--- src/hw/rtl/hic_pkg.sv ---
package hic_pkg;

  // Levels the position can feed: one base-4 digit per level, 32-bit fraction
  localparam int LEVELS = 16;
  localparam int HALF_LEVELS = LEVELS / 2;
  localparam int MAX_DEPTH = 16;
  localparam int DEPTH_LIMIT = (MAX_DEPTH < LEVELS) ? MAX_DEPTH : LEVELS;

  localparam int POS_W = 32;
  localparam int CELL_W = 16;
  localparam int DEPTH_W = 5;
  localparam int ORIENT_W = 2;
  localparam int CFG_DATA_W = 5;
  localparam int CFG_INDEX_W = 1;

  // Register indexes on the configuration port
  localparam logic [CFG_INDEX_W-1:0] REG_DEPTH = 1'd0;
  localparam logic [CFG_INDEX_W-1:0] REG_ORIENT = 1'd1;

  // Orientation codes
  localparam logic [ORIENT_W-1:0] OR_UP = 2'd0;
  localparam logic [ORIENT_W-1:0] OR_DOWN = 2'd1;
  localparam logic [ORIENT_W-1:0] OR_LEFT = 2'd2;
  localparam logic [ORIENT_W-1:0] OR_RIGHT = 2'd3;

  // Quadrant codes: bit 0 is the column bit, bit 1 the row bit
  localparam logic [1:0] Q_BL = 2'd0;
  localparam logic [1:0] Q_BR = 2'd1;
  localparam logic [1:0] Q_TL = 2'd2;
  localparam logic [1:0] Q_TR = 2'd3;

  // Orientation map: entry o holds the orientation reached from orientation o
  typedef logic [3:0][ORIENT_W-1:0] omap_t;

  // Quadrant visited for a digit under an orientation
  function automatic logic [1:0] quad_of_digit(input logic [ORIENT_W-1:0] orient,
                                               input logic [1:0] digit);
    logic [1:0] q;
    q = Q_BL;
    unique case (orient)
      OR_UP: begin
        case (digit)
          2'd0: q = Q_BL;
          2'd1: q = Q_TL;
          2'd2: q = Q_TR;
          default: q = Q_BR;
        endcase
      end
      OR_DOWN: begin
        case (digit)
          2'd0: q = Q_TR;
          2'd1: q = Q_BR;
          2'd2: q = Q_BL;
          default: q = Q_TL;
        endcase
      end
      OR_LEFT: begin
        case (digit)
          2'd0: q = Q_TR;
          2'd1: q = Q_TL;
          2'd2: q = Q_BL;
          default: q = Q_BR;
        endcase
      end
      default: begin
        case (digit)
          2'd0: q = Q_BL;
          2'd1: q = Q_BR;
          2'd2: q = Q_TR;
          default: q = Q_TL;
        endcase
      end
    endcase
    return q;
  endfunction

  // Orientation of the child cell in a quadrant
  function automatic logic [ORIENT_W-1:0] child_orient(input logic [ORIENT_W-1:0] orient,
                                                       input logic [1:0] quad);
    logic [ORIENT_W-1:0] c;
    c = OR_UP;
    unique case (orient)
      OR_UP: begin
        case (quad)
          Q_BL: c = OR_RIGHT;
          Q_BR: c = OR_LEFT;
          Q_TL: c = OR_UP;
          default: c = OR_UP;
        endcase
      end
      OR_DOWN: begin
        case (quad)
          Q_BL: c = OR_DOWN;
          Q_BR: c = OR_DOWN;
          Q_TL: c = OR_RIGHT;
          default: c = OR_LEFT;
        endcase
      end
      OR_LEFT: begin
        case (quad)
          Q_BL: c = OR_LEFT;
          Q_BR: c = OR_UP;
          Q_TL: c = OR_LEFT;
          default: c = OR_DOWN;
        endcase
      end
      default: begin
        case (quad)
          Q_BL: c = OR_UP;
          Q_BR: c = OR_RIGHT;
          Q_TL: c = OR_DOWN;
          default: c = OR_RIGHT;
        endcase
      end
    endcase
    return c;
  endfunction

  // Apply map a, then map b
  function automatic omap_t compose(input omap_t a, input omap_t b);
    omap_t r;
    for (int o = 0; o < 4; o++) begin
      r[o] = b[a[o]];
    end
    return r;
  endfunction

endpackage

--- src/hw/rtl/hilbert_index_to_cell.sv ---
// Channel  Handshake            Payload
// -------  -------------------  --------------------------------------
// in       in_valid / in_stall  curve_position[31:0]
// out      out_valid/ out_stall cell_column[15:0], cell_row[15:0]
// cfg      cfg_write            cfg_index[0], cfg_data[4:0]
//
// A word enters the input register at its accepting edge and then passes
// through the mapping logic into the result register, setting out_valid, when
// the latter is empty or taken. One word can be accepted every cycle; the input
// register holds the next word while a finished result waits under out_stall,
// so in_stall rises only when both registers are full and the output is stalled.
// rst clears both valid flags and loads depth 16, orientation up.
module hilbert_index_to_cell import hic_pkg::*; (
  input  logic                   clk,
  input  logic                   rst,
  input  logic                   in_valid,
  output logic                   in_stall,
  input  logic [POS_W-1:0]       curve_position,
  output logic                   out_valid,
  input  logic                   out_stall,
  output logic [CELL_W-1:0]      cell_column,
  output logic [CELL_W-1:0]      cell_row,
  input  logic                   cfg_write,
  input  logic [CFG_INDEX_W-1:0] cfg_index,
  input  logic [CFG_DATA_W-1:0]  cfg_data
);

  // Configuration
  logic [DEPTH_W-1:0]  depth_in_use;
  logic [ORIENT_W-1:0] start_orientation;

  // Input register
  logic                pos_valid;
  logic [POS_W-1:0]    pos_reg;

  logic in_accept;
  logic out_load;

  // Mapping logic
  logic [LEVELS-1:0][1:0]          digit;
  logic [LEVELS-1:0][1:0]          quad_at;
  logic [LEVELS-1:0][ORIENT_W-1:0] orient_at;
  omap_t [HALF_LEVELS-1:0]         step_map;
  omap_t [3:0]                     pair_map;
  omap_t [1:0]                     quad_map;
  omap_t                           half_map;
  logic [CELL_W-1:0]               full_col;
  logic [CELL_W-1:0]               full_row;
  logic [DEPTH_W-1:0]              depth_eff;
  logic [DEPTH_W-1:0]              shift_amt;
  logic [CELL_W-1:0]               cell_column_next;
  logic [CELL_W-1:0]               cell_row_next;

  // Move a word into the result register when it is empty or being taken
  assign out_load  = pos_valid && (!out_valid || !out_stall);
  assign in_stall  = pos_valid && !out_load;
  assign in_accept = in_valid && !in_stall;

  always_comb begin
    for (int k = 0; k < LEVELS; k++) begin
      digit[k] = pos_reg[POS_W-1-2*k -: 2];
    end

    // Orientation map of each upper-half level, then fold them in a tree so
    // the orientation at the middle level is known without walking the chain
    for (int k = 0; k < HALF_LEVELS; k++) begin
      for (int o = 0; o < 4; o++) begin
        step_map[k][o] = child_orient(ORIENT_W'(o), quad_of_digit(ORIENT_W'(o), digit[k]));
      end
    end
    for (int j = 0; j < 4; j++) begin
      pair_map[j] = compose(step_map[2*j], step_map[2*j+1]);
    end
    for (int j = 0; j < 2; j++) begin
      quad_map[j] = compose(pair_map[2*j], pair_map[2*j+1]);
    end
    half_map = compose(quad_map[0], quad_map[1]);

    // Two independent chains of eight levels each
    orient_at[0]           = start_orientation;
    orient_at[HALF_LEVELS] = half_map[start_orientation];
    for (int i = 0; i < HALF_LEVELS; i++) begin
      quad_at[i] = quad_of_digit(orient_at[i], digit[i]);
      quad_at[HALF_LEVELS+i] = quad_of_digit(orient_at[HALF_LEVELS+i],
                                             digit[HALF_LEVELS+i]);
      if (i < HALF_LEVELS - 1) begin
        orient_at[i+1] = child_orient(orient_at[i], quad_at[i]);
        orient_at[HALF_LEVELS+i+1] = child_orient(orient_at[HALF_LEVELS+i],
                                                  quad_at[HALF_LEVELS+i]);
      end
    end

    for (int k = 0; k < LEVELS; k++) begin
      full_col[CELL_W-1-k] = quad_at[k][0];
      full_row[CELL_W-1-k] = quad_at[k][1];
    end

    // Keep only the top depth levels: drop the rest by a right shift
    if (depth_in_use > DEPTH_W'(DEPTH_LIMIT)) begin
      depth_eff = DEPTH_W'(DEPTH_LIMIT);
    end else begin
      depth_eff = depth_in_use;
    end
    shift_amt        = DEPTH_W'(LEVELS) - depth_eff;
    cell_column_next = full_col >> shift_amt;
    cell_row_next    = full_row >> shift_amt;
  end

  always_ff @(posedge clk) begin
    if (rst) begin
      depth_in_use      <= DEPTH_W'(LEVELS);
      start_orientation <= OR_UP;
      pos_valid         <= 1'b0;
      out_valid         <= 1'b0;
    end else begin
      if (cfg_write) begin
        case (cfg_index)
          REG_DEPTH:  depth_in_use      <= cfg_data[DEPTH_W-1:0];
          REG_ORIENT: start_orientation <= cfg_data[ORIENT_W-1:0];
          default: ;
        endcase
      end
      if (in_accept) begin
        pos_valid <= 1'b1;
      end else if (out_load) begin
        pos_valid <= 1'b0;
      end
      if (out_load) begin
        out_valid <= 1'b1;
      end else if (!out_stall) begin
        out_valid <= 1'b0;
      end
    end
    // Payload: hold while stalled
    if (in_accept) begin
      pos_reg <= curve_position;
    end
    if (out_load) begin
      cell_column <= cell_column_next;
      cell_row    <= cell_row_next;
    end
  end

endmodule
--- config.mk ---
export PLATFORM = sky130hd
export DESIGN_NAME = hilbert_index_to_cell
export DESIGN_NICKNAME = d
export VERILOG_FILES = /design/src/hw/rtl/hic_pkg.sv /design/src/hw/rtl/hilbert_index_to_cell.sv
export SDC_FILE = /design/constraint.sdc
export NUM_CORES = 1
export LEC_CHECK = 0
export BUFFER_PORTS_ARGS = -buffer_cell sky130_fd_sc_hd__clkbuf_2
export CAP_MARGIN = 20
export CORE_MARGIN = 3
export CORE_UTILIZATION = 65
export DETAILED_ROUTE_END_ITERATION = 12
export GPL_ROUTABILITY_DRIVEN = 0
export PLACE_DENSITY = 0.93
export SYNTH_ARGS = -nofsm -noshare
export SYNTH_HDL_FRONTEND = slang
export SYNTH_SLANG_ARGS = --single-unit
--- constraint.sdc ---
create_clock -name clk -period 9.2 [get_ports clk]
set_input_delay 1.84 -clock clk [delete_from_list [all_inputs] [get_ports clk]]
set_output_delay 1.84 -clock clk [all_outputs]
set_load 0.05 [all_outputs]
==> metrics.md <==
| Metric | Value |
|---|---|
| Max-cap violations | `0` |
| CP Launch Type | `register` |
| Drt pass-1 iters | `5` |
| Post-Syn Area per Cell | `between 8 and 9 µm²` |
| Seq/Total Area, Yosys | `0.293` |
| # clock sinks | `73` |
| Critical setup path kind | `reg2reg` |
| Top Ports | `slightly below 80` |
| Initial antenna violation count | `0` |
| DR iter-0 viols | `~560` |
| Setup_tns | `0 ns` |
| H-tree Lvls | `3` |
| Later-pin clock latency in the skew report | `approximately 0.37 ns` |
| Final setup violation count | `0` |
| Main combinational cell family by area after synthesis | `simple AND/OR/NAND/NOR gates` |
| Die Wd | `roughly 110 µm` |
| Post-synth EDFFs | `64` |
| Post-Synth XOR/XNOR Area | `0.0493` |
| Status | `finished clean` |
| Vias | `6248` |
| Mapped Area | `0.00718 mm²` |
| Synth unique cells | `76` |
| Layout cells sized above 1 | `0.171` |
| Unrepaired setup endpoints after global routing | `no` |
| Buf/Inv on CP | `1` |
| Post-CTS Resized | `0` |
| Syn Nets | `around 930` |
| Largest delay share family, worst path | `XOR/XNOR gates` |
| First-pass GRT wire length | `26.6 mm` |
| Post-synthesis register bit count | `73` |
| IO Port Bufs | `76` |
| Hold Path Class | `reg2reg` |
| Cell chain of the critical path | `inv_1 > ha_1 > xnor2_4 > xnor3_2 > xor2_2 > o311ai_4 > xor3_2 > xnor2_4 > xor2_2 > mux2i_1 > nand2_1 > o21ai_0 > mux2i_1 > a221o_1 > a31oi_1 > a221oi_2` |
| ANT nets after route | `0` |
| Via density | `6.19` |
| Filler cells | `between 700 and 800` |
| WL/cell | `15.8 µm` |
| CP max stage delay | `approximately 0.61 ns` |
| Drc violations | `0` |
| Area grow syn2layout | `9.40%` |
| Vias in the first global route | `~5900` |
| # rows | `37` |
| Reg clk slew, reported paths | `0.08 ns` |
| Root buffer cell | `clkbuf_8` |
| Die area | `~0.012 mm²` |
| Number of CTS-inserted buffers | `9` |
| WL final | `approximately 16 mm` |
| Period utilisation layout | `0.618` |
| Pwr/cell area | `roughly 260 mW/mm²` |
| Slew @ Worst Pin | `slightly above 1 ns` |
| CP required | `approximately 9.3 ns` |
| Mapped Cells | `between 800 and 900` |
| Max FO, Critical Path | `16` |
| Setup Skew | `0.0109 ns` |
| GRT overflow | `0` |
| CTS Buffer Depth | `2` |
| Min Tclk post-route | `approximately 5.7 ns` |
| Final Hold Viols | `0` |
| Largest net degree at the start of global routing | `around 50` |
| Peak supply drop | `around 0.00018 V` |
| GRT Util Overall | `0.255` |
| Post-synthesis mux area share | `0.133` |
| Core ar. | `between 0.01 and 0.015 mm²` |
| Slowest cell on crit path | `xnor3_2` |
| Hold_buf cts | `0` |
| Max-Slew Margin vs Limit | `0.328` |
| Design Area, Final | `between 0.007 and 0.008 mm²` |
| CTS tree | `built` |
| Max Slew Vio Count | `0` |
| Chip Height | `111 µm` |
| Simple-gate share of the synthesized area | `0.180` |
| Leakage | `3.50 nW` |
| Nets | `approximately 1000` |
| Max reg flops | `32` |
| Initial Util | `0.683` |
| Synth Flop Type | `edfxtp_1` |
| Crit. End Element | `register` |
| Synth async-reset ratio | `0` |
| CP Data Arrival Time | `about 5.8 ns` |
| N_diodes | `0` |
| HPWL after DPL | `between 10 and 15 mm` |
| Area after DPL | `0.00765 mm²` |
| Fmax achieved | `approximately 180 MHz` |
| Post-Synth Adder-Cell Area | `0.127` |
| Synth Area in Compound Gates | `0.177` |
| Setup bufs post-CTS | `0` |
| Synth warn | `0` |
[worst register-to-register path, stage by stage (launching register included)]
cell      delay [ns]
edfxtp_1        0.39
inv_1           0.09
ha_1            0.41
xnor2_4         0.32
xnor3_2         0.61
xor2_2          0.27
o311ai_4        0.61
xor3_2          0.60
xnor2_4         0.31
xor2_2          0.62
mux2i_1         0.30
nand2_1         0.09
o21ai_0         0.10
mux2i_1         0.10
a221o_1         0.32
a31oi_1         0.19
a221oi_2        0.08
[power breakdown]
part | total [mW] | switching (mW) | internal (mW) | leakage, nW
Sequential | 0.454 | 0.0201 | 0.434 | 0.690
Combinational | 1.33 | 0.801 | 0.532 | 2.71
Clock | 0.263 | 0.139 | 0.124 | 0.103
[Yosys cell counts (3+ instances only)]
cell type  number  area share
nor2_1        110       0.058
o21a_1          6      0.0063
o22ai_1         5      0.0044
ha_1           73        0.13
xnor2_1        13       0.016
inv_1          38       0.020
dfxtp_1         9       0.025
o21ai_0        41       0.029
or2_2           9      0.0078
a211oi_1        9      0.0094
mux2_2         22       0.035
xor2_1         10       0.012
edfxtp_1       64        0.27
nand3_1        15       0.010
o31a_1          4      0.0049
nand2_1        64       0.033
o31ai_1         5      0.0052
nor3_1         24       0.017
o211a_1         3      0.0042
o311ai_0        3      0.0037
nor2b_1        14       0.012
a21o_1          7      0.0073
o21bai_1        6      0.0063
and2_1          6      0.0052
a221o_1         4      0.0056
a2111oi_0       4      0.0049
a31oi_1         5      0.0044
a21oi_1        52       0.036
nand3b_1        5      0.0052
nand2b_1       13       0.011
buf_1           3      0.0016
mux2i_1        61       0.085
a21boi_0        4      0.0042
clkbuf_1       29       0.015
nor3b_1         3      0.0031
o211ai_1        5      0.0052
or3_1           6      0.0052
nor4_1          5      0.0044
a211o_1         3      0.0037
[layer usage]
metal / GRT usage / vias to the layer above / share of wire
li1: - / 3040 / -
met1: 0.306 / 2916 / 0.41
met2: 0.460 / 255 / 0.51
met3: 0.0442 / 37 / 0.062
met4: 0.0827 / 0 / 0.023
met5: 0 / - / 0
[stage by stage]
step	worst slack, ns	hold WS, ns	power (mW)	utilization	std cells
floorplan	4.11	0.444	1.53	-	810
global placement	3.71	0.461	1.73	0.728	993
detailed placement	3.62	0.482	1.76	0.728	993
CTS	3.55	0.501	2.03	0.747	1009
global route	3.14	0.570	2.18	0.747	1009
finish	3.51	0.499	2.05	0.747	1009
[cell usage in the layout (no fill, tap or decap), types with 7 or more instances in the layout]
master	instances
nor2b_1	13
nor3_1	24
a211oi_1	9
or2_2	9
ha_1	73
nor2_1	110
nand2b_1	13
edfxtp_1	64
nand2_1	64
clkbuf_2	76
a21oi_1	52
clkbuf_8	10
buf_4	7
a21o_1	7
xnor2_1	12
mux2i_1	61
o21ai_0	41
inv_1	38
mux2_2	22
dfxtp_1	9
xor2_1	10
nand3_1	15
[layout make-up]
cell class | instances | area [µm²] | share of cell area
Multi-Input combinational cell | 662 | 4800 | 0.611
Sequential cell | 73 | 2100 | 0.268
Timing Repair Buffer | 83 | 433 | 0.0551
Tap cell | 136 | 170 | 0.0217
Clock buffer | 12 | 166 | 0.0212
Inverter | 39 | 146 | 0.0186
Clock inverter | 4 | 32.5 | 0.00414
[logic make-up after synthesis]
| logic type | Yosys count |
|---|---|
| AOI/OAI and AO/OA | 189 |
| xor gates and xnor gates | 30 |
| adders and majority gates | 73 |
| buffers and inverters | 75 |
| DFF | 73 |
| muxes | 89 |
| and+or+nand+nor | 281 |
[path summary, 6_finish.rpt]
kind	start	end	slack, ns	cells past startpoint
max	pos_reg[30]	cell_row[0]	3.51	16
min	pos_valid	out_valid	0.50	2
max reg2reg	pos_reg[30]	cell_row[0]	3.51	16
min reg2reg	pos_valid	out_valid	0.50	2
Power figures use the tool's default switching activity.
